**src/hw/rtl/afsd_pkg.sv**
```systemverilog
// Shared constants, types and the pseudo-noise sequence for the frame
// synchronizer and derandomizer. No dependencies.
package afsd_pkg;

  // Sequence length and interleave limit of the frame format.
  localparam int unsigned TableLen      = 255;
  localparam int unsigned MaxInterleave = 8;

  // Field and counter widths.
  localparam int unsigned MarkerW    = 32;
  localparam int unsigned ErrW       = 6;
  localparam int unsigned BlockW     = 8;
  localparam int unsigned DepthCfgW  = 4;
  localparam int unsigned ByteW      = 8;
  localparam int unsigned BitCntW    = 4;
  localparam int unsigned ByteCntW   = 11;
  localparam int unsigned PosW       = 8;
  localparam int unsigned DepthW     = $clog2(MaxInterleave + 1);
  localparam int unsigned FrameLenW  = BlockW + DepthW;
  localparam int unsigned CmpW       = (FrameLenW > ByteCntW) ? FrameLenW : ByteCntW;

  // Configuration port layout.
  localparam int unsigned CfgIdxW  = 3;
  localparam int unsigned CfgDataW = 32;

  typedef enum logic [CfgIdxW-1:0] {
    CfgSyncMarker     = 3'd0,
    CfgMaxBitErrors   = 3'd1,
    CfgDerandomiseOn  = 3'd2,
    CfgBlockBytes     = 3'd3,
    CfgInterleaveDepth = 3'd4
  } cfg_idx_e;

  // Register values after reset.
  localparam logic [MarkerW-1:0]   SyncMarkerRst   = 32'h1ACF_FC1D;
  localparam logic [ErrW-1:0]      MaxBitErrorsRst = '0;
  localparam logic                 DerandOnRst     = 1'b1;
  localparam logic [BlockW-1:0]    BlockBytesRst   = 8'd255;
  localparam logic [DepthCfgW-1:0] DepthRst        = 4'd1;

  // One delivered result beat.
  typedef struct packed {
    logic [ByteW-1:0] data_byte;
    logic             frame_first;
    logic             frame_last;
  } result_t;

  // Pseudo-noise byte sequence, first byte at index zero.
  localparam logic [ByteW-1:0] PnSeq [TableLen] = '{
    8'd255, 8'd72, 8'd14, 8'd192, 8'd154, 8'd13, 8'd112, 8'd188,
    8'd142, 8'd44, 8'd147, 8'd173, 8'd167, 8'd183, 8'd70, 8'd206,
    8'd90, 8'd151, 8'd125, 8'd204, 8'd50, 8'd162, 8'd191, 8'd62,
    8'd10, 8'd16, 8'd241, 8'd136, 8'd148, 8'd205, 8'd234, 8'd177,
    8'd254, 8'd144, 8'd29, 8'd129, 8'd52, 8'd26, 8'd225, 8'd121,
    8'd28, 8'd89, 8'd39, 8'd91, 8'd79, 8'd110, 8'd141, 8'd156,
    8'd181, 8'd46, 8'd251, 8'd152, 8'd101, 8'd69, 8'd126, 8'd124,
    8'd20, 8'd33, 8'd227, 8'd17, 8'd41, 8'd155, 8'd213, 8'd99,
    8'd253, 8'd32, 8'd59, 8'd2, 8'd104, 8'd53, 8'd194, 8'd242,
    8'd56, 8'd178, 8'd78, 8'd182, 8'd158, 8'd221, 8'd27, 8'd57,
    8'd106, 8'd93, 8'd247, 8'd48, 8'd202, 8'd138, 8'd252, 8'd248,
    8'd40, 8'd67, 8'd198, 8'd34, 8'd83, 8'd55, 8'd170, 8'd199,
    8'd250, 8'd64, 8'd118, 8'd4, 8'd208, 8'd107, 8'd133, 8'd228,
    8'd113, 8'd100, 8'd157, 8'd109, 8'd61, 8'd186, 8'd54, 8'd114,
    8'd212, 8'd187, 8'd238, 8'd97, 8'd149, 8'd21, 8'd249, 8'd240,
    8'd80, 8'd135, 8'd140, 8'd68, 8'd166, 8'd111, 8'd85, 8'd143,
    8'd244, 8'd128, 8'd236, 8'd9, 8'd160, 8'd215, 8'd11, 8'd200,
    8'd226, 8'd201, 8'd58, 8'd218, 8'd123, 8'd116, 8'd108, 8'd229,
    8'd169, 8'd119, 8'd220, 8'd195, 8'd42, 8'd43, 8'd243, 8'd224,
    8'd161, 8'd15, 8'd24, 8'd137, 8'd76, 8'd222, 8'd171, 8'd31,
    8'd233, 8'd1, 8'd216, 8'd19, 8'd65, 8'd174, 8'd23, 8'd145,
    8'd197, 8'd146, 8'd117, 8'd180, 8'd246, 8'd232, 8'd217, 8'd203,
    8'd82, 8'd239, 8'd185, 8'd134, 8'd84, 8'd87, 8'd231, 8'd193,
    8'd66, 8'd30, 8'd49, 8'd18, 8'd153, 8'd189, 8'd86, 8'd63,
    8'd210, 8'd3, 8'd176, 8'd38, 8'd131, 8'd92, 8'd47, 8'd35,
    8'd139, 8'd36, 8'd235, 8'd105, 8'd237, 8'd209, 8'd179, 8'd150,
    8'd165, 8'd223, 8'd115, 8'd12, 8'd168, 8'd175, 8'd207, 8'd130,
    8'd132, 8'd60, 8'd98, 8'd37, 8'd51, 8'd122, 8'd172, 8'd127,
    8'd164, 8'd7, 8'd96, 8'd77, 8'd6, 8'd184, 8'd94, 8'd71,
    8'd22, 8'd73, 8'd214, 8'd211, 8'd219, 8'd163, 8'd103, 8'd45,
    8'd75, 8'd190, 8'd230, 8'd25, 8'd81, 8'd95, 8'd159, 8'd5,
    8'd8, 8'd120, 8'd196, 8'd74, 8'd102, 8'd245, 8'd88
  };

endpackage

```
**src/hw/rtl/afsd_bit_if.sv**
```systemverilog
// Received-bit channel: valid/ready handshake with one hard bit per beat.
// Does not depend on afsd_pkg.
interface afsd_bit_if;

  logic valid;
  logic ready;
  logic rx_bit;

  modport source (output valid, output rx_bit, input ready);
  modport sink (input valid, input rx_bit, output ready);

endinterface

```
**src/hw/rtl/afsd_byte_if.sv**
```systemverilog
// Frame byte channel: valid/ready handshake with one byte and frame flags per beat.
// Depends on afsd_pkg for the byte width.
interface afsd_byte_if;
  import afsd_pkg::*;

  logic             valid;
  logic             ready;
  logic [ByteW-1:0] data_byte;
  logic             frame_first;
  logic             frame_last;

  modport source (output valid, output data_byte, output frame_first, output frame_last,
                  input ready);
  modport sink (input valid, input data_byte, input frame_first, input frame_last,
                output ready);

endinterface

```
**src/hw/rtl/afsd_cfg_if.sv**
```systemverilog
// Configuration write channel: valid/ready handshake with register index and data.
// Depends on afsd_pkg for the index and data widths.
interface afsd_cfg_if;
  import afsd_pkg::*;

  logic                valid;
  logic                ready;
  logic [CfgIdxW-1:0]  index;
  logic [CfgDataW-1:0] data;

  modport source (output valid, output index, output data, input ready);
  modport sink (input valid, input index, input data, output ready);

endinterface

```
**src/hw/rtl/afsd_marker_match.sv**
```systemverilog
// Sync marker comparator: counts differing bits with an adder tree and
// checks the count against the tolerance. Depends on afsd_pkg.
module afsd_marker_match (
  input  logic [afsd_pkg::MarkerW-1:0] word_i,
  input  logic [afsd_pkg::MarkerW-1:0] marker_i,
  input  logic [afsd_pkg::ErrW-1:0]    max_err_i,
  output logic                         match_o
);
  import afsd_pkg::*;

  logic [MarkerW-1:0] diff;
  logic [MarkerW-1:0] sum2;
  logic [MarkerW-1:0] sum4;
  logic [MarkerW-1:0] sum8;
  logic [ErrW-1:0]    err_cnt;

  // Pairwise, nibble and byte partial sums, then add the four byte counts.
  always_comb begin
    diff = word_i ^ marker_i;
    sum2 = ((diff >> 1) & 32'h5555_5555) + (diff & 32'h5555_5555);
    sum4 = ((sum2 >> 2) & 32'h3333_3333) + (sum2 & 32'h3333_3333);
    sum8 = ((sum4 >> 4) & 32'h0F0F_0F0F) + (sum4 & 32'h0F0F_0F0F);
    err_cnt = ErrW'(sum8[31:24]) + ErrW'(sum8[23:16]) + ErrW'(sum8[15:8]) + ErrW'(sum8[7:0]);
  end

  assign match_o = (err_cnt <= max_err_i);

endmodule

```
**src/hw/rtl/asm_frame_sync_derandomizer_core.sv**
```systemverilog
// Frame synchronizer with pseudo-noise derandomizer, one received bit per beat.
// An accepted bit is held in the input register and processed from there; the byte it
// completes is loaded into the result register and offered from that register.
// Throughput: one bit per cycle while the result slot is free or being taken; one byte per eight framed bits.
// Reset (rst_ni low, asynchronous) clears the valid flags and framing state, enters marker hunting
// and restores the register defaults. Depends on afsd_pkg, interfaces, marker match.
module asm_frame_sync_derandomizer_core (
  input  logic         clk_i,
  input  logic         rst_ni,
  afsd_cfg_if.sink     cfg_i,
  afsd_bit_if.sink     bit_i,
  afsd_byte_if.source  byte_o
);
  import afsd_pkg::*;

  // Configuration registers.
  logic [MarkerW-1:0]   sync_marker_q;
  logic [ErrW-1:0]      max_bit_errors_q;
  logic                 derand_on_q;
  logic [BlockW-1:0]    block_bytes_q;
  logic [DepthCfgW-1:0] depth_q;

  // Input register.
  logic in_valid_q;
  logic in_bit_q;

  // Framing state.
  logic [MarkerW-1:0]  shifter_q, shifter_d;
  logic                in_frame_q, in_frame_d;
  logic [BitCntW-1:0]  bits_q, bits_d;
  logic [ByteCntW-1:0] bytes_done_q, bytes_done_d;
  logic [PosW-1:0]     pos_q, pos_d;

  // Result register.
  logic    out_valid_q, out_valid_d;
  result_t out_q, out_d;

  logic                advance;
  logic [MarkerW-1:0]  shift_next;
  logic                match;
  logic [BitCntW-1:0]  bits_next;
  logic [ByteCntW-1:0] bytes_next;
  logic [PosW:0]       pos_next;
  logic [DepthW-1:0]   depth_sat;
  logic [FrameLenW-1:0] frame_len;
  logic [ByteW-1:0]    pn_byte;
  logic                emit;

  assign cfg_i.ready = 1'b1;

  // Configuration writes; unknown indexes are dropped.
  always_ff @(posedge clk_i or negedge rst_ni) begin
    if (!rst_ni) begin
      sync_marker_q    <= SyncMarkerRst;
      max_bit_errors_q <= MaxBitErrorsRst;
      derand_on_q      <= DerandOnRst;
      block_bytes_q    <= BlockBytesRst;
      depth_q          <= DepthRst;
    end else if (cfg_i.valid) begin
      unique case (cfg_i.index)
        CfgSyncMarker:      sync_marker_q    <= cfg_i.data[MarkerW-1:0];
        CfgMaxBitErrors:    max_bit_errors_q <= cfg_i.data[ErrW-1:0];
        CfgDerandomiseOn:   derand_on_q      <= cfg_i.data[0];
        CfgBlockBytes:      block_bytes_q    <= cfg_i.data[BlockW-1:0];
        CfgInterleaveDepth: depth_q          <= cfg_i.data[DepthCfgW-1:0];
        default: ;
      endcase
    end
  end

  // The processing stage moves when it holds a bit and the result slot is free.
  assign advance     = in_valid_q && (!out_valid_q || byte_o.ready);
  assign bit_i.ready = !in_valid_q || advance;

  always_ff @(posedge clk_i or negedge rst_ni) begin
    if (!rst_ni) begin
      in_valid_q <= 1'b0;
    end else if (bit_i.ready) begin
      in_valid_q <= bit_i.valid;
    end
  end

  always_ff @(posedge clk_i) begin
    if (bit_i.ready && bit_i.valid) begin
      in_bit_q <= bit_i.rx_bit;
    end
  end

  assign shift_next = {shifter_q[MarkerW-2:0], in_bit_q};

  afsd_marker_match u_marker_match (
    .word_i    (shift_next),
    .marker_i  (sync_marker_q),
    .max_err_i (max_bit_errors_q),
    .match_o   (match)
  );

  // Frame length, table lookup and next counter values for the byte under assembly.
  always_comb begin
    if (int'(depth_q) > MaxInterleave) begin
      depth_sat = DepthW'(MaxInterleave);
    end else begin
      depth_sat = DepthW'(depth_q);
    end
    frame_len = FrameLenW'(block_bytes_q) * FrameLenW'(depth_sat);
    if (derand_on_q && (pos_q < PosW'(TableLen))) begin
      pn_byte = PnSeq[pos_q];
    end else begin
      pn_byte = '0;
    end
    bits_next  = bits_q + 1'b1;
    bytes_next = bytes_done_q + 1'b1;
    pos_next   = {1'b0, pos_q} + 1'b1;
    if ((pos_next >= {1'b0, block_bytes_q}) || (pos_next >= (PosW + 1)'(TableLen))) begin
      pos_next = '0;
    end
  end

  // Per-bit state update: hunt for the marker or assemble a byte.
  always_comb begin
    shifter_d    = shifter_q;
    in_frame_d   = in_frame_q;
    bits_d       = bits_q;
    bytes_done_d = bytes_done_q;
    pos_d        = pos_q;
    emit         = 1'b0;
    out_d.data_byte   = shift_next[ByteW-1:0] ^ pn_byte;
    out_d.frame_first = (bytes_done_q == '0);
    out_d.frame_last  = 1'b0;
    if (advance) begin
      if (!in_frame_q) begin
        if (match) begin
          in_frame_d   = 1'b1;
          shifter_d    = '0;
          bits_d       = '0;
          bytes_done_d = '0;
          pos_d        = '0;
        end else begin
          shifter_d = shift_next;
        end
      end else if (bits_next < BitCntW'(ByteW)) begin
        shifter_d = shift_next;
        bits_d    = bits_next;
      end else begin
        emit         = 1'b1;
        shifter_d    = '0;
        bits_d       = '0;
        bytes_done_d = bytes_next;
        pos_d        = pos_next[PosW-1:0];
        if (CmpW'(bytes_next) >= CmpW'(frame_len)) begin
          out_d.frame_last = 1'b1;
          in_frame_d       = 1'b0;
          bytes_done_d     = '0;
          pos_d            = '0;
        end
      end
    end
  end

  always_ff @(posedge clk_i or negedge rst_ni) begin
    if (!rst_ni) begin
      shifter_q    <= '0;
      in_frame_q   <= 1'b0;
      bits_q       <= '0;
      bytes_done_q <= '0;
      pos_q        <= '0;
    end else begin
      shifter_q    <= shifter_d;
      in_frame_q   <= in_frame_d;
      bits_q       <= bits_d;
      bytes_done_q <= bytes_done_d;
      pos_q        <= pos_d;
    end
  end

  // Result register: loaded on a finished byte, cleared when its beat is taken.
  always_comb begin
    if (emit) begin
      out_valid_d = 1'b1;
    end else if (byte_o.ready) begin
      out_valid_d = 1'b0;
    end else begin
      out_valid_d = out_valid_q;
    end
  end

  always_ff @(posedge clk_i or negedge rst_ni) begin
    if (!rst_ni) begin
      out_valid_q <= 1'b0;
    end else begin
      out_valid_q <= out_valid_d;
    end
  end

  always_ff @(posedge clk_i) begin
    if (emit) begin
      out_q <= out_d;
    end
  end

  assign byte_o.valid       = out_valid_q;
  assign byte_o.data_byte   = out_q.data_byte;
  assign byte_o.frame_first = out_q.frame_first;
  assign byte_o.frame_last  = out_q.frame_last;

endmodule
```
**src/flat_wrapper.sv**
```systemverilog
// flat-port wrapper written by rule: the top's interface ports become plain ports
module asm_frame_sync_derandomizer_core_flat import afsd_pkg::*;
  (clk_i, rst_ni, cfg_i_valid, cfg_i_index, cfg_i_data, cfg_i_ready, bit_i_valid, bit_i_rx_bit, bit_i_ready, byte_o_valid, byte_o_data_byte, byte_o_frame_first, byte_o_frame_last, byte_o_ready);
  afsd_cfg_if cfg_i_i ();
  afsd_bit_if bit_i_i ();
  afsd_byte_if byte_o_i ();
  input  logic clk_i;
  input  logic rst_ni;
  input wire logic [$bits(cfg_i_i.valid)-1:0] cfg_i_valid;
  input wire logic [$bits(cfg_i_i.index)-1:0] cfg_i_index;
  input wire logic [$bits(cfg_i_i.data)-1:0] cfg_i_data;
  output wire logic [$bits(cfg_i_i.ready)-1:0] cfg_i_ready;
  input wire logic [$bits(bit_i_i.valid)-1:0] bit_i_valid;
  input wire logic [$bits(bit_i_i.rx_bit)-1:0] bit_i_rx_bit;
  output wire logic [$bits(bit_i_i.ready)-1:0] bit_i_ready;
  output wire logic [$bits(byte_o_i.valid)-1:0] byte_o_valid;
  output wire logic [$bits(byte_o_i.data_byte)-1:0] byte_o_data_byte;
  output wire logic [$bits(byte_o_i.frame_first)-1:0] byte_o_frame_first;
  output wire logic [$bits(byte_o_i.frame_last)-1:0] byte_o_frame_last;
  input wire logic [$bits(byte_o_i.ready)-1:0] byte_o_ready;
  assign cfg_i_i.valid = cfg_i_valid;
  assign cfg_i_i.index = cfg_i_index;
  assign cfg_i_i.data = cfg_i_data;
  assign cfg_i_ready = cfg_i_i.ready;
  assign bit_i_i.valid = bit_i_valid;
  assign bit_i_i.rx_bit = bit_i_rx_bit;
  assign bit_i_ready = bit_i_i.ready;
  assign byte_o_valid = byte_o_i.valid;
  assign byte_o_data_byte = byte_o_i.data_byte;
  assign byte_o_frame_first = byte_o_i.frame_first;
  assign byte_o_frame_last = byte_o_i.frame_last;
  assign byte_o_i.ready = byte_o_ready;
  asm_frame_sync_derandomizer_core u_core (.clk_i(clk_i), .rst_ni(rst_ni), .cfg_i(cfg_i_i), .bit_i(bit_i_i), .byte_o(byte_o_i));
endmodule
```
**config.mk**
```make
export PLATFORM = sky130hd
export DESIGN_NAME = asm_frame_sync_derandomizer_core_flat
export DESIGN_NICKNAME = d
export VERILOG_FILES = /design/src/hw/rtl/afsd_pkg.sv /design/src/hw/rtl/afsd_bit_if.sv /design/src/hw/rtl/afsd_byte_if.sv /design/src/hw/rtl/afsd_cfg_if.sv /design/src/hw/rtl/afsd_marker_match.sv /design/src/hw/rtl/asm_frame_sync_derandomizer_core.sv /design/src/flat_wrapper.sv
export SDC_FILE = /design/constraint.sdc
export NUM_CORES = 1
export LEC_CHECK = 0
export BUFFER_PORTS_ARGS = -buffer_cell sky130_fd_sc_hd__buf_2
export CORE_ASPECT_RATIO = 1.1
export CORE_MARGIN = 8
export CORE_UTILIZATION = 63
export DETAILED_ROUTE_END_ITERATION = 12
export PLACE_DENSITY = 0.82
export SLEW_MARGIN = 30
export SYNTH_ARGS = -nofsm -noshare
export SYNTH_HDL_FRONTEND = slang
export SYNTH_SLANG_ARGS = --single-unit
```
**constraint.sdc**
```tcl
create_clock -name clk_i -period 8.09 [get_ports clk_i]
set_clock_uncertainty 0.15 [all_clocks]
set_input_delay 1.618 -clock clk_i [delete_from_list [all_inputs] [get_ports clk_i]]
set_output_delay 1.618 -clock clk_i [all_outputs]
set_load 0.01 [all_outputs]
```
# Word level (Yosys, flattened, before mapping)
# Memory sizes are Yosys's and may differ from the RTL's.
# Index checks and enable logic that the tools add are counted.
word_totals:
  ff_bits: 119
  rom_bits: 2048
  in_bits: 41
  output_inout_bits: 13
  word_cells: 94
  n_memories: 1
mem_list:
  columns: ["name", "words", "word_bits", "rd", "rd_ports_with_merged_regs", "wr", "line", "source"]
  rows:
  - ["(name not given)", 256, 8, 1, 0, 0, "asm_frame_sync_derandomizer_core.sv:107", "pn_byte = PnSeq[pos_q];"]
classes:
  add_sub_neg: 9
  mul: 1
  magnitude_cmp: 8
  n_eq_ne: 5
  muxes: 29
  n_bitwise: 5
  reduce_logical: 20
op_table:
  columns: ["op", "n"]
  rows:
  - ["two-way mux 31 bit", 3]
  - ["two-way mux 8 bit", 8]
  - ["two-way mux 11 bit", 4]
  - ["adder 31 x 31 -> 32 bit", 1]
  - ["XOR 32 bit", 1]
  - ["adder 30 x 30 -> 31 bit", 1]
  - ["adder 28 x 28 -> 29 bit", 1]
  - ["adder 6 bit", 3]
  - ["two-way mux 4 bit", 4]
  - ["greater-or-equal comparator 11 x 12 -> 1 bit", 1]
  - ["multiplier 8 x 4 -> 12 bit", 1]
  - ["AND reduction 2 bit", 6]
  - ["adder 11 x 1 -> 11 bit (second input constant)", 1]
  - ["zero test 11 bit", 1]
  - ["two-way mux 1 bit", 10]
  - ["adder 8 x 1 -> 9 bit (second input constant)", 1]
  - ["greater-or-equal comparator 9 x 8 -> 1 bit", 1]
  - ["greater-or-equal comparator 9 x 8 -> 1 bit (second input constant)", 1]
  - ["greater-or-equal comparator 9 bit (second input constant)", 1]
  - ["inverter 8 -> 9 bit", 1]
  - ["less-than comparator 8 bit (second input constant)", 1]
  - ["XOR 8 bit", 1]
  - ["equality test 3 x 2 -> 1 bit (second input constant)", 2]
  - ["<= comparator 6 bit", 1]
  - ["14 further kinds", 21]

# Logic depth before layout (Yosys ltp)
# Gate-level depths: netlist of the first run.
logic_depth:
  ltp_word: 10
  depth_mapped: 25
  mapped_depth_nobuf: 24

# Cells and area by module
# A second synthesis of the first run with hierarchy kept.
unflattened:
  hier_cells: 1002
  area_unflattened_um2: 9783.1
modules_own_cells:
  columns: ["mod", "n_inst", "cells_per_inst", "area_per_inst_um2"]
  rows:
  - ["asm_frame_sync_derandomizer_core", 1, 810, 8082.8]
  - ["afsd_marker_match", 1, 192, 1700.4]

# Worst setup path after synthesis of the first run
# No wires, ideal clock.
synth_path:
  path_kind: "reg2reg"
  startpoint: "register u_core.in_bit_q"
  endpoint: "register u_core.bytes_done_q[0]"
  setup_time_ps: 130
  t_arrival_ps: 5495
  t_required_ps: 7810
  path_slack_ps: 2315
  stages_incl_launch_ff: 25
  path_buffers: 1
  synth_period_minus_slack_ps: 5775
  cell_sequence: "edfxtp_1 > xor2_1 > ha_1 > ha_1 > inv_1 > fa_1 > inv_1 > fa_1 > xor2_1 > fa_1 > inv_1 > fa_1 > inv_1 > ha_1 > a21o_1 > a21oi_1 > xnor2_1 > ha_1 > a21o_1 > a21o_1 > o221ai_1 > nand3_1 > clkbuf_1 > nand2_1 > o21ai_0"
synth_between:
  elab_chain_len: 10
synth_lines:
  columns: ["item", "line", "source"]
  rows:
  - ["start, declared", "asm_frame_sync_derandomizer_core.sv:25", "logic in_bit_q;"]
  - ["start signal, assigned", "asm_frame_sync_derandomizer_core.sv:85", "in_bit_q <= bit_i.rx_bit;"]
  - ["XOR 32 bit *", "afsd_marker_match.sv:19", "diff = word_i ^ marker_i;"]
  - ["adder 31 x 31 -> 32 bit *", "afsd_marker_match.sv:20", "sum2 = ((diff >> 1) & 32'h5555_5555) + (diff & 32'h5555_5555);"]
  - ["adder 30 x 30 -> 31 bit *", "afsd_marker_match.sv:21", "sum4 = ((sum2 >> 2) & 32'h3333_3333) + (sum2 & 32'h3333_3333);"]
  - ["adder 28 x 28 -> 29 bit *", "afsd_marker_match.sv:22", "sum8 = ((sum4 >> 4) & 32'h0F0F_0F0F) + (sum4 & 32'h0F0F_0F0F);"]
  - ["adder 6 bit (2 in series)", "afsd_marker_match.sv:23", "err_cnt = ErrW'(sum8[31:24]) + ErrW'(sum8[23:16]) + ErrW'(sum8[15:8]) + ErrW'(sum8[7:0]);"]
  - ["adder 6 bit *", "afsd_marker_match.sv:23", null]
  - ["<= comparator 6 bit *", "afsd_marker_match.sv:26", "assign match_o = (err_cnt <= max_err_i);"]
  - ["nonzero test 2 bit (no line) *", null, null]
  - ["AND reduction 3 bit (no line) *", null, null]
  - ["end signal, assigned", "asm_frame_sync_derandomizer_core.sv:171", "bytes_done_q <= bytes_done_d;"]
  - ["end, declared", "asm_frame_sync_derandomizer_core.sv:31", "logic [ByteCntW-1:0] bytes_done_q, bytes_done_d;"]
# Every way passes the cells marked *; elsewhere a longest branch is shown, timed or not.
# A chain may end at the register's enable or synchronous reset.

# Worst setup path after layout of the first run
layout_path:
  startpoint: "register u_core.in_bit_q"
  endpoint: "register u_core.bytes_done_q[6]"
# Same word-level chain as after synthesis.

==> qor.yml, run 1 <==
status:
  status: "complete, no violations"
final_layout:
  drive_gt1_frac: 0.184
  syn2layout_area_growth_pct: 9.71
  antenna_cells: 0
  nets: 1202
  n_fill_cell: 1104
detailed_routing:
  first_pass_iters: 6
  drtIter0Drc: 724
  finalWirelength_mm: 22.4
  drtAntennaViolNets: 0
  num_vias: 7462
  remaining_drc_errors: 0
  via_per_inst: 6.01
  wire_per_inst_um: 18.0
synthesis:
  synth_warnings: 0
  synth-edff-count: 11
  syn_inst: 1002
  synth_ff_type: "dfrtp_1"
  ys_seq_area_frac: 0.314
  ys_types: 80
  synth_fp_nets: 1171
  async_reset_ff_frac: 0.907
  syn_area_per_cell_um2: 9.69
  ys_ff_latch: 118
  synth_area_um2: 9710
timing:
  max-slew-margin-rel: 0.406
  timing.final.crit_share: 0.832
  tightest_slew_ns: 0.890
  max_freq_mhz: 148
  grt_setup_unrepaired: "false"
  post-route-min-period_ns: 6.73
  worst_hold_slack_ns: 0.349
  setup-tns-final_ns: 0
  hold_violations: 0
  finalMaxSlewViolations: 0
  setup_violations: 0
min_path:
  hold_depth: 1
  hp-class: "reg2reg"
worst_setup_path:
  start_kind: "flip-flop"
  crit_fanout: 19
  worstPathArrival_ns: 6.90
  required_ns: 8.26
  worstSetupPathType: "reg2reg"
  cp-end-kind: "flip-flop"
  ff2ff_path_depth: 23
placed_design:
  gp_congestion: 0.941
  dp_hpwl_mm: 15.6
  io_buffers: 52
global_routing:
  antenna_found_initial: 0
  grt_max_degree: 60
  overflow: 0
  globalRouteMet3Util: 0.0504
  grt_pass1_vias: 7726
  track_usage: 0.236
  grt_most_used_layer: "met2"
  grt_pass1_wl_mm: 37.7
  grtUsageMet2: 0.401
  gr-usage-met1: 0.283
clock_network:
  cts-buffers-inserted: 17
  cts_resized: 0
  cts_max_level: 4
  clk_pin_slew_ns: 0.06
  cts_root_buf: "clkbuf_16"
  cts.sinks: 118
  tritoncts: "done"
  postCtsSetupRepairBufs: 0
  clk_path_buf_depth: 2
  postCtsHoldBufs: 0
  clkLatencyLatePin_ns: 0.43
die:
  initial_utilization: 0.645
  die_y_um: 146
  core_um2: 15100
  fp.dieArea_um2: 19600
  die_x_um: 134
  rows: 47
  num_io_pins: 54
job:
  maxCapViolations: 0
==> state kept, by name, summed over array words and instances (netlist names), 3 cells and up <==
signal	count
u_core.bits_q	3
u_core.block_bytes_q	8
u_core.byte_o.data_byte	8
u_core.bytes_done_q	11
u_core.depth_q	4
u_core.max_bit_errors_q	6
u_core.pos_q	8
u_core.shifter_q	31
u_core.sync_marker_q	32
==> routing by layer <==
layer,wire length (um),vias to the layer above
met5,0,-
met1,9340,3627
met3,1130,43
met4,580,0
met2,11300,242
li1,-,3550
==> placed cells by master, fill, tap and decap left out, types with 4 or more instances in the layout <==
cell / synthesis / routed
buf_4: 11 / 8
nand2_1: 74 / 74
ha_1: 96 / 96
nand4_1: 5 / 5
and3_1: 6 / 6
inv_1: 109 / 109
mux2i_1: 5 / 5
nand3_1: 20 / 20
o21a_1: 5 / 5
xor2_1: 48 / 48
a211o_1: 5 / 5
buf_2: 12 / 51
a311oi_1: 4 / 4
fa_1: 32 / 32
clkbuf_16: 0 / 17
dfstp_2: 29 / 29
o211ai_1: 5 / 5
a211oi_1: 9 / 9
nor2b_1: 19 / 19
nor2_1: 25 / 25
dfrtp_1: 78 / 77
mux2_2: 53 / 53
a221oi_1: 6 / 6
nor4_1: 4 / 4
nand2b_1: 30 / 30
a21oi_1: 37 / 36
nor3_1: 12 / 12
and2_1: 26 / 26
o31ai_1: 7 / 7
edfxtp_1: 11 / 11
o221ai_1: 5 / 5
a21o_1: 25 / 25
o21ai_1: 11 / 11
o21ai_0: 24 / 24
or3_1: 6 / 6
a31oi_1: 5 / 5
a22o_1: 37 / 37
xnor2_1: 20 / 20
==> cells by family after synthesis <==
group	synth area share
compound gates	0.165
xor+xnor	0.0614
other cells	0.000386
buf+inv	0.0685
fa+ha+maj	0.190
flops	0.314
mux	0.0697
simple gates	0.132
==> final timing paths <==
| check | startpoint | to | slack, ns |
|---|---|---|---|
| max in group asynchronous | rst_ni | u_core.pos_q[3]$_DFFE_PN0P_ | 5.52 |
| min reg2reg | u_core.depth_q[1]$_DFFE_PN0P_ | u_core.depth_q[1]$_DFFE_PN0P_ | 0.35 |
| min in group asynchronous | rst_ni | u_core.sync_marker_q[24]$_DFFE_PN0P_ | 1.05 |
| max | u_core.in_bit_q$_DFFE_PP_ | u_core.bytes_done_q[6]$_DFFE_PN0P_ | 1.36 |
| min | u_core.depth_q[1]$_DFFE_PN0P_ | u_core.depth_q[1]$_DFFE_PN0P_ | 0.35 |
| max reg2reg | u_core.in_bit_q$_DFFE_PP_ | u_core.bytes_done_q[6]$_DFFE_PN0P_ | 1.36 |
==> per-stage QoR <==
| stage | cells | utilization | setup WS [ns] | instance area [um2] |
|---|---|---|---|---|
| global placement | 1210 | 0.667 | 1.61 | 10000 |
| finish | 1242 | 0.707 | 1.36 | 10600 |
| global route | 1242 | 0.707 | 1.04 | 10600 |
| detailed placement | 1210 | 0.667 | 1.56 | 10000 |
| floorplan | 1002 | - | 2.32 | 9710 |
| CTS | 1242 | 0.707 | 1.39 | 10600 |
==> synthesized netlist by cell type (6+ instances only) <==
cell / n / share of area
a21oi_1: 37 / 0.019
nand2_1: 74 / 0.029
a211oi_1: 9 / 0.0070
dfrtp_1: 78 / 0.20
nor2b_1: 19 / 0.012
inv_1: 109 / 0.042
nand2b_1: 30 / 0.019
or3_1: 6 / 0.0039
buf_4: 11 / 0.0085
fa_1: 32 / 0.066
ha_1: 96 / 0.12
and3_1: 6 / 0.0039
buf_2: 12 / 0.0062
a21o_1: 25 / 0.019
xnor2_1: 20 / 0.018
mux2_2: 53 / 0.061
nor3_1: 12 / 0.0062
dfstp_2: 29 / 0.079
o31ai_1: 7 / 0.0054
and2_1: 26 / 0.017
o21ai_0: 24 / 0.012
edfxtp_1: 11 / 0.034
clkbuf_1: 21 / 0.0081
a221oi_1: 6 / 0.0054
xor2_1: 48 / 0.043
a22o_1: 37 / 0.033
o21ai_1: 11 / 0.0057
nor2_1: 25 / 0.0097
nand3_1: 20 / 0.010
==> critical path, cell delays in order (launching register included) <==
cell and delay (ns):
edfxtp_1 0.44, xor2_1 0.19, ha_1 0.29, ha_1 0.15, inv_1 0.05, fa_1 0.48, inv_1 0.07, fa_1 0.45
xor2_1 0.20, fa_1 0.54, inv_1 0.06, fa_1 0.58, inv_1 0.06, ha_1 0.28, a21o_1 0.15, a21oi_1 0.17
xnor2_1 0.14, ha_1 0.26, a21o_1 0.16, a21o_1 0.18, o221ai_1 0.35, nand3_1 0.63, o21bai_1 0.38, a21o_1 0.19
==> layout make-up <==
| class | instances | area (um2) | share of cell area |
|---|---|---|---|
| Multi-Input combinational cell | 724 | 6010 | 0.564 |
| Clock inverter | 14 | 173 | 0.0162 |
| Sequential cell | 118 | 3050 | 0.286 |
| Timing Repair Buffer | 59 | 315 | 0.0296 |
| Tap cell | 196 | 245 | 0.0230 |
| Clock buffer | 18 | 439 | 0.0412 |
| Inverter | 113 | 424 | 0.0398 |
Power of run 1 is not shown: default switching activity piles up to over one toggle a cycle in this logic, so the estimate is an artifact.
==> run 2: changes to the inputs <==
- ABC_AREA: not set -> 1
- clock period: 8.09 -> 6.4 ns (I/O delays scaled with it)
==> qor.yml, run 2 <==
placed_design:
  dp_hpwl_mm: 16.0  # +2.7%
  io_buffers: 52  # unchanged
  gp_congestion: 0.902  # -4.1%
synthesis:
  post-synth-top-area-cell: "dfrtp_1"
  ys_types: 49  # -39%
  synth_top_cell_area_share: 0.204  # +0.00276
  async_reset_ff_frac: 0.907  # unchanged
  ys_ff_latch: 118  # unchanged
  synth-edff-count: 11  # unchanged
  synth_fp_nets: 1390  # +19%
  synth_warnings: 0  # unchanged
  syn_inst: 1221  # +22%
  synth_ff_type: "dfrtp_1"
  ys_seq_area_frac: 0.318  # +0.00430
  syn_area_per_cell_um2: 7.84  # -19%
  synthTopCellsByArea: "dfrtp_1 (20%), nand2_1 (13%), ha_1 (13%), dfstp_2 (8.0%), inv_1 (6.9%)"
  synthTopCellsByCount: "nand2_1 (341), inv_1 (176), nand3_1 (125)"
  synth_area_um2: 9570  # -1.4%
  yosysMostFrequentCell: "nand2_1"
final_layout:
  syn2layout_area_growth_pct: 10.2
  final_common_cell: "nand2_1"
  nets: 1428  # +19%
  antenna_cells: 0  # unchanged
  largest_register: "u_core.sync_marker_q"
  ff_latch_area_um2: 3040  # about the same
  largest_registers: "u_core.sync_marker_q: 32 flops, u_core.shifter_q: 31 flops, u_core.bytes_done_q: 11 flops"
  drive_gt1_frac: 0.133  # -0.0507
  multi_input_area_um2: 5640  # -6.0%
  n_fill_cell: 1180  # +6.9%
  largest_reg_flops: 32  # unchanged
  layout_common_cells: "nand2_1 (340), inv_1 (176), nand3_1 (125)"
die:
  core_um2: 14900  # -0.78%
  num_io_pins: 54  # unchanged
  fp.dieArea_um2: 19400  # -1.2%
  initial_utilization: 0.641  # -0.00372
  die_x_um: 134  # -0.60%
  rows: 47  # unchanged
  die_y_um: 145  # -0.60%
clock_network:
  postCtsHoldBufs: 0  # unchanged
  cts_root_buf: "clkbuf_16"
  cts_max_level: 4  # unchanged
  cts-buffers-inserted: 17  # unchanged
  cts_resized: 0  # unchanged
  clk_path_buf_depth: 2  # unchanged
  clkLatencyLatePin_ns: 0.43  # about the same
  cts.sinks: 118  # unchanged
  clk_pin_slew_ns: 0.06  # about the same
  tritoncts: "done"
  postCtsSetupRepairBufs: 0  # unchanged
detailed_routing:
  num_vias: 8151  # +9.2%
  drtIter0Drc: 755  # +4.3%
  drtAntennaViolNets: 0  # unchanged
  remaining_drc_errors: 0  # unchanged
  via_per_inst: 5.55  # -7.6%
  first_pass_iters: 6  # unchanged
  wire_per_inst_um: 15.0  # -16%
  finalWirelength_mm: 22.1  # -1.3%
global_routing:
  grt_pass1_wl_mm: 37.9  # +0.46%
  grt_max_degree: 56  # -6.7%
  overflow: 0  # unchanged
  grt_pass1_vias: 8159  # +5.6%
  antenna_found_initial: 0  # unchanged
  track_usage: 0.235  # -0.00106
worst_setup_path:
  crit_fanout: 19  # unchanged
  cp_cell_sequence: "xor2_1 > ha_1 > ha_1 > inv_1 > fa_1 > inv_1 > fa_1 > inv_1 > fa_1 > fa_1 > inv_1 > ha_1 > inv_1 > fa_1 > xnor2_1 > ha_1 > a21oi_1 > nor2_1 > nor3b_1 > a32oi_1 > nand2_1 > nand3_2 > nand2_1 > nand2_1"
  critPathSlowestCell: "fa_1"
  worstSetupPathType: "reg2reg"
  r2r-start: "u_core.in_bit_q$_DFFE_PP_"
  setup.worst_path.start: "u_core.in_bit_q$_DFFE_PP_"
  crit_path_max_incr_delay_ns: 0.54  # -0.09 ns
  worstPathArrival_ns: 6.09  # -0.81 ns
  required_ns: 6.56  # -1.70 ns
  critPathBufInv: 5  # +1
  cp-end-kind: "flip-flop"
  crit_family: "adder cells"
  start_kind: "flip-flop"
timing:
  hold_violations: 0  # unchanged
  timing.final.crit_share: 0.928  # +0.0953
  setup_violations: 0  # unchanged
  grt_setup_unrepaired: "false"
  max_freq_mhz: 168  # +13%
  tightest_slew_ns: 0.920  # +0.0295 ns
  setup-tns-final_ns: 0  # unchanged
  post-route-min-period_ns: 5.94  # -0.797 ns
  max-slew-margin-rel: 0.384  # -0.0219
  finalMaxSlewViolations: 0  # unchanged
min_path:
  hp-start: "u_core.max_bit_errors_q[4]$_DFFE_PN0P_"
  hp-class: "reg2reg"
status:
  status: "complete, no violations"
job:
  maxCapViolations: 0  # unchanged
[run 2: metal layers]
metal,up-vias,global-route usage,wire (um)
met4,0,0.0939,524
met2,296,0.380,10700
li1,3979,-,-
met1,3830,0.306,9530
met3,46,0.0387,1360
met5,-,0,0
[run 2: path summary, 6_finish.rpt]
kind | to | cells past startpoint | slack [ns]
min in group asynchronous | u_core.bytes_done_q[10]$_DFFE_PN0P_ | 1 | 0.71
hold / removal | u_core.max_bit_errors_q[4]$_DFFE_PN0P_ | 2 | 0.34
max in group asynchronous | u_core.shifter_q[17]$_DFFE_PN0P_ | 2 | 4.24
setup / recovery | u_core.pos_q[2]$_DFFE_PN0P_ | 24 | 0.46
setup reg to reg | u_core.pos_q[2]$_DFFE_PN0P_ | 24 | 0.46
hold reg to reg | u_core.max_bit_errors_q[4]$_DFFE_PN0P_ | 2 | 0.34
[run 2: stage by stage]
stage | instances | cell area, um2 | setup WS [ns] | util | hold slack [ns]
finish | 1468 | 10500 | 0.462 | 0.706 | 0.338
global route | 1468 | 10500 | 0.117 | 0.706 | 0.377
global placement | 1436 | 9930 | 0.746 | 0.665 | 0.319
detailed placement | 1436 | 9940 | 0.552 | 0.665 | 0.325
floorplan | 1221 | 9570 | 0.953 | - | 0.303
CTS | 1468 | 10500 | 0.482 | 0.706 | 0.339
[run 2: cells by family after synthesis]
logic type                 synth area share
and+or+nand+nor                       0.243
buffers and inverters                0.0929
adders and majority gates             0.192
AOI/OAI and AO/OA                    0.0723
DFF                                   0.318
xor gates and xnor gates             0.0531
muxes                                0.0282
other                              0.000392
[run 2: final cells by class]
class                           count  area share
Tap cell                          196      0.0232
Multi-Input combinational cell    880       0.535
Inverter                          183      0.0654
Sequential cell                   118       0.289
Clock inverter                     10      0.0109
Clock buffer                       22      0.0471
Timing Repair Buffer               59      0.0299
[run 2: tightest hold or removal path, cell delays in order (launching register included)]
cell and delay [ns]:
dfrtp_1 0.34, nand2_1 0.05, o21ai_0 0.06
Power of run 2 is left out for the same reason.
==> run 3: changes to the inputs <==
- CORE_UTILIZATION: 63 -> 39
- PLACE_DENSITY: 0.82 -> not set
==> qor.yml, run 3 (same netlist as run 2, synthesis figures left out) <==
clock_network:
  clk_path_buf_depth: 2  # unchanged
  clkLatencyLatePin_ns: 0.42  # about the same
  postCtsHoldBufs: 0  # unchanged
  clk_pin_slew_ns: 0.06  # about the same
  tritoncts: "done"
  postCtsSetupRepairBufs: 0  # unchanged
  cts_root_buf: "clkbuf_16"
  cts_max_level: 4  # unchanged
  cts-buffers-inserted: 17  # unchanged
  cts_resized: 0  # unchanged
  cts.sinks: 118  # unchanged
placed_design:
  io_buffers: 52  # unchanged
  dp_hpwl_mm: 16.6  # +3.3%
  gp_congestion: 0.891  # -1.2%
  dp.cells: 1550  # +7.9%
final_layout:
  largest_register: "u_core.sync_marker_q"
  drive_gt1_frac: 0.131  # -0.00157
  largest_registers: "u_core.sync_marker_q: 32 flops, u_core.shifter_q: 31 flops, u_core.bytes_done_q: 11 flops"
  antenna_cells: 0  # unchanged
  largest_reg_flops: 32  # unchanged
  layout_common_cells: "nand2_1 (341), inv_1 (176), nand3_1 (125)"
  syn2layout_area_growth_pct: 11.7
  n_fill_cell: 2476  # +110%
  fin_util: 0.440  # -0.267
  nets: 1428  # unchanged
  final_cells: 1582  # +7.8%
  final_common_cell: "nand2_1"
die:
  initial_utilization: 0.394  # -0.247
  die_x_um: 165  # +24%
  num_io_pins: 54  # unchanged
  fp.dieArea_um2: 29800  # +54%
  die_y_um: 180  # +24%
  core_um2: 24300  # +63%
  rows: 60  # +28%
global_routing:
  grt_max_degree: 56  # unchanged
  grt_pass1_wl_mm: 38.2  # +0.80%
  overflow: 0  # unchanged
  grt_pass1_vias: 7780  # -4.6%
  antenna_found_initial: 0  # unchanged
  track_usage: 0.156  # -0.0787
timing:
  setup-tns-final_ns: 0  # unchanged
  tightest_slew_ns: 0.974  # +0.0540 ns
  post-route-min-period_ns: 5.89  # -0.0454 ns
  hold_violations: 0  # unchanged
  setup_violations: 0  # unchanged
  grt_setup_unrepaired: "false"
  worst_hold_slack_ns: 0.331  # -0.00760 ns
  finalMaxSlewViolations: 0  # unchanged
  timing.final.crit_share: 0.921  # -0.00709
  max_freq_mhz: 170  # +0.77%
  max-slew-margin-rel: 0.351  # -0.0337
detailed_routing:
  drtAntennaViolNets: 0  # unchanged
  routed.top_layer: "met4"
  drtIter0Drc: 513  # -32%
  num_vias: 7777  # -4.6%
  wire_per_inst_um: 14.0  # -6.9%
  wl_met2_mm: 10.1  # -5.1%
  via_per_inst: 4.92  # -11%
  remaining_drc_errors: 0  # unchanged
  met1_length_mm: 10.6  # +11%
  first_pass_iters: 5  # -1
  finalWirelength_mm: 22.1  # +0.36%
  dr_wl_met3_um: 949  # -30%
worst_setup_path:
  worstSetupPathType: "reg2reg"
  worstPathArrival_ns: 6.05  # -0.04 ns
  crit_fanout: 19  # unchanged
  start_kind: "flip-flop"
  cp-end-kind: "flip-flop"
  required_ns: 6.55  # about the same
min_path:
  hp-class: "reg2reg"
status:
  status: "complete, no violations"
job:
  maxCapViolations: 0  # unchanged
-- run 3: cell types whose count changed in the layout (fill, tap and decap cells not counted) --
| cell | before | now |
|---|---|---|
| nand2_2 | 4 | 3 |
| clkbuf_1 | 2 | 3 |
| nand2_1 | 340 | 341 |
| inv_6 | 1 | 2 |
| clkinv_2 | 3 | 2 |
| buf_4 | 8 | 7 |
| buf_6 | 0 | 1 |
| inv_4 | 2 | 1 |
-- run 3: metrics by stage --
stage	setup WS [ns]	instance area [um2]
global route	0.130	10700
floorplan	0.953	9570
finish	0.508	10700
global placement	0.619	10100
CTS	0.453	10700
detailed placement	0.487	10100
-- run 3: final cells by class --
cell class | instances | area [um2] | share of cell area
clock buffer | 23 | 500 | 0.0468
clock inverter | 9 | 113 | 0.0105
inverter | 183 | 689 | 0.0645
multi-input combinational | 880 | 5640 | 0.527
sequential | 118 | 3040 | 0.285
tap | 310 | 388 | 0.0363
timing repair buffer | 59 | 319 | 0.0298
-- run 3: metal layers --
| metal | GRT usage | up-vias |
|---|---|---|
| met1 | 0.217 | 3607 |
| met3 | 0.0249 | 34 |
| met2 | 0.241 | 167 |
| met4 | 0.0536 | 0 |
| met5 | 0 | - |
| li1 | - | 3969 |
-- run 3: final timing paths --
path	slack, ns	startpoint	cells past startpoint	end
setup / recovery	0.51	u_core.in_bit_q$_DFFE_PP_	24	u_core.bytes_done_q[5]$_DFFE_PN0P_
max in group asynchronous	4.15	rst_ni	2	u_core.sync_marker_q[8]$_DFFE_PN0P_
hold / removal	0.33	u_core.max_bit_errors_q[3]$_DFFE_PN0P_	2	u_core.max_bit_errors_q[3]$_DFFE_PN0P_
setup reg to reg	0.51	u_core.in_bit_q$_DFFE_PP_	24	u_core.bytes_done_q[5]$_DFFE_PN0P_
min in group asynchronous	0.75	rst_ni	1	u_core.bytes_done_q[10]$_DFFE_PN0P_
hold reg to reg	0.33	u_core.max_bit_errors_q[3]$_DFFE_PN0P_	2	u_core.max_bit_errors_q[3]$_DFFE_PN0P_
-- run 3: worst max-delay path: stages (launching register included) --
cell      delay, ns
edfxtp_1       0.46
xor2_1         0.20
ha_1           0.29
ha_1           0.14
inv_1          0.04
fa_1           0.48
inv_1          0.08
fa_1           0.54
inv_1          0.05
fa_1           0.52
fa_1           0.49
inv_1          0.08
ha_1           0.16
inv_1          0.06
fa_1           0.39
xnor2_1        0.14
ha_1           0.31
a21oi_1        0.16
nor2_1         0.05
nor3b_1        0.18
a32oi_1        0.07
nand2_1        0.12
nand3_2        0.36
nand2_1        0.18
nand2_1        0.06
Power of run 3 is left out for the same reason.
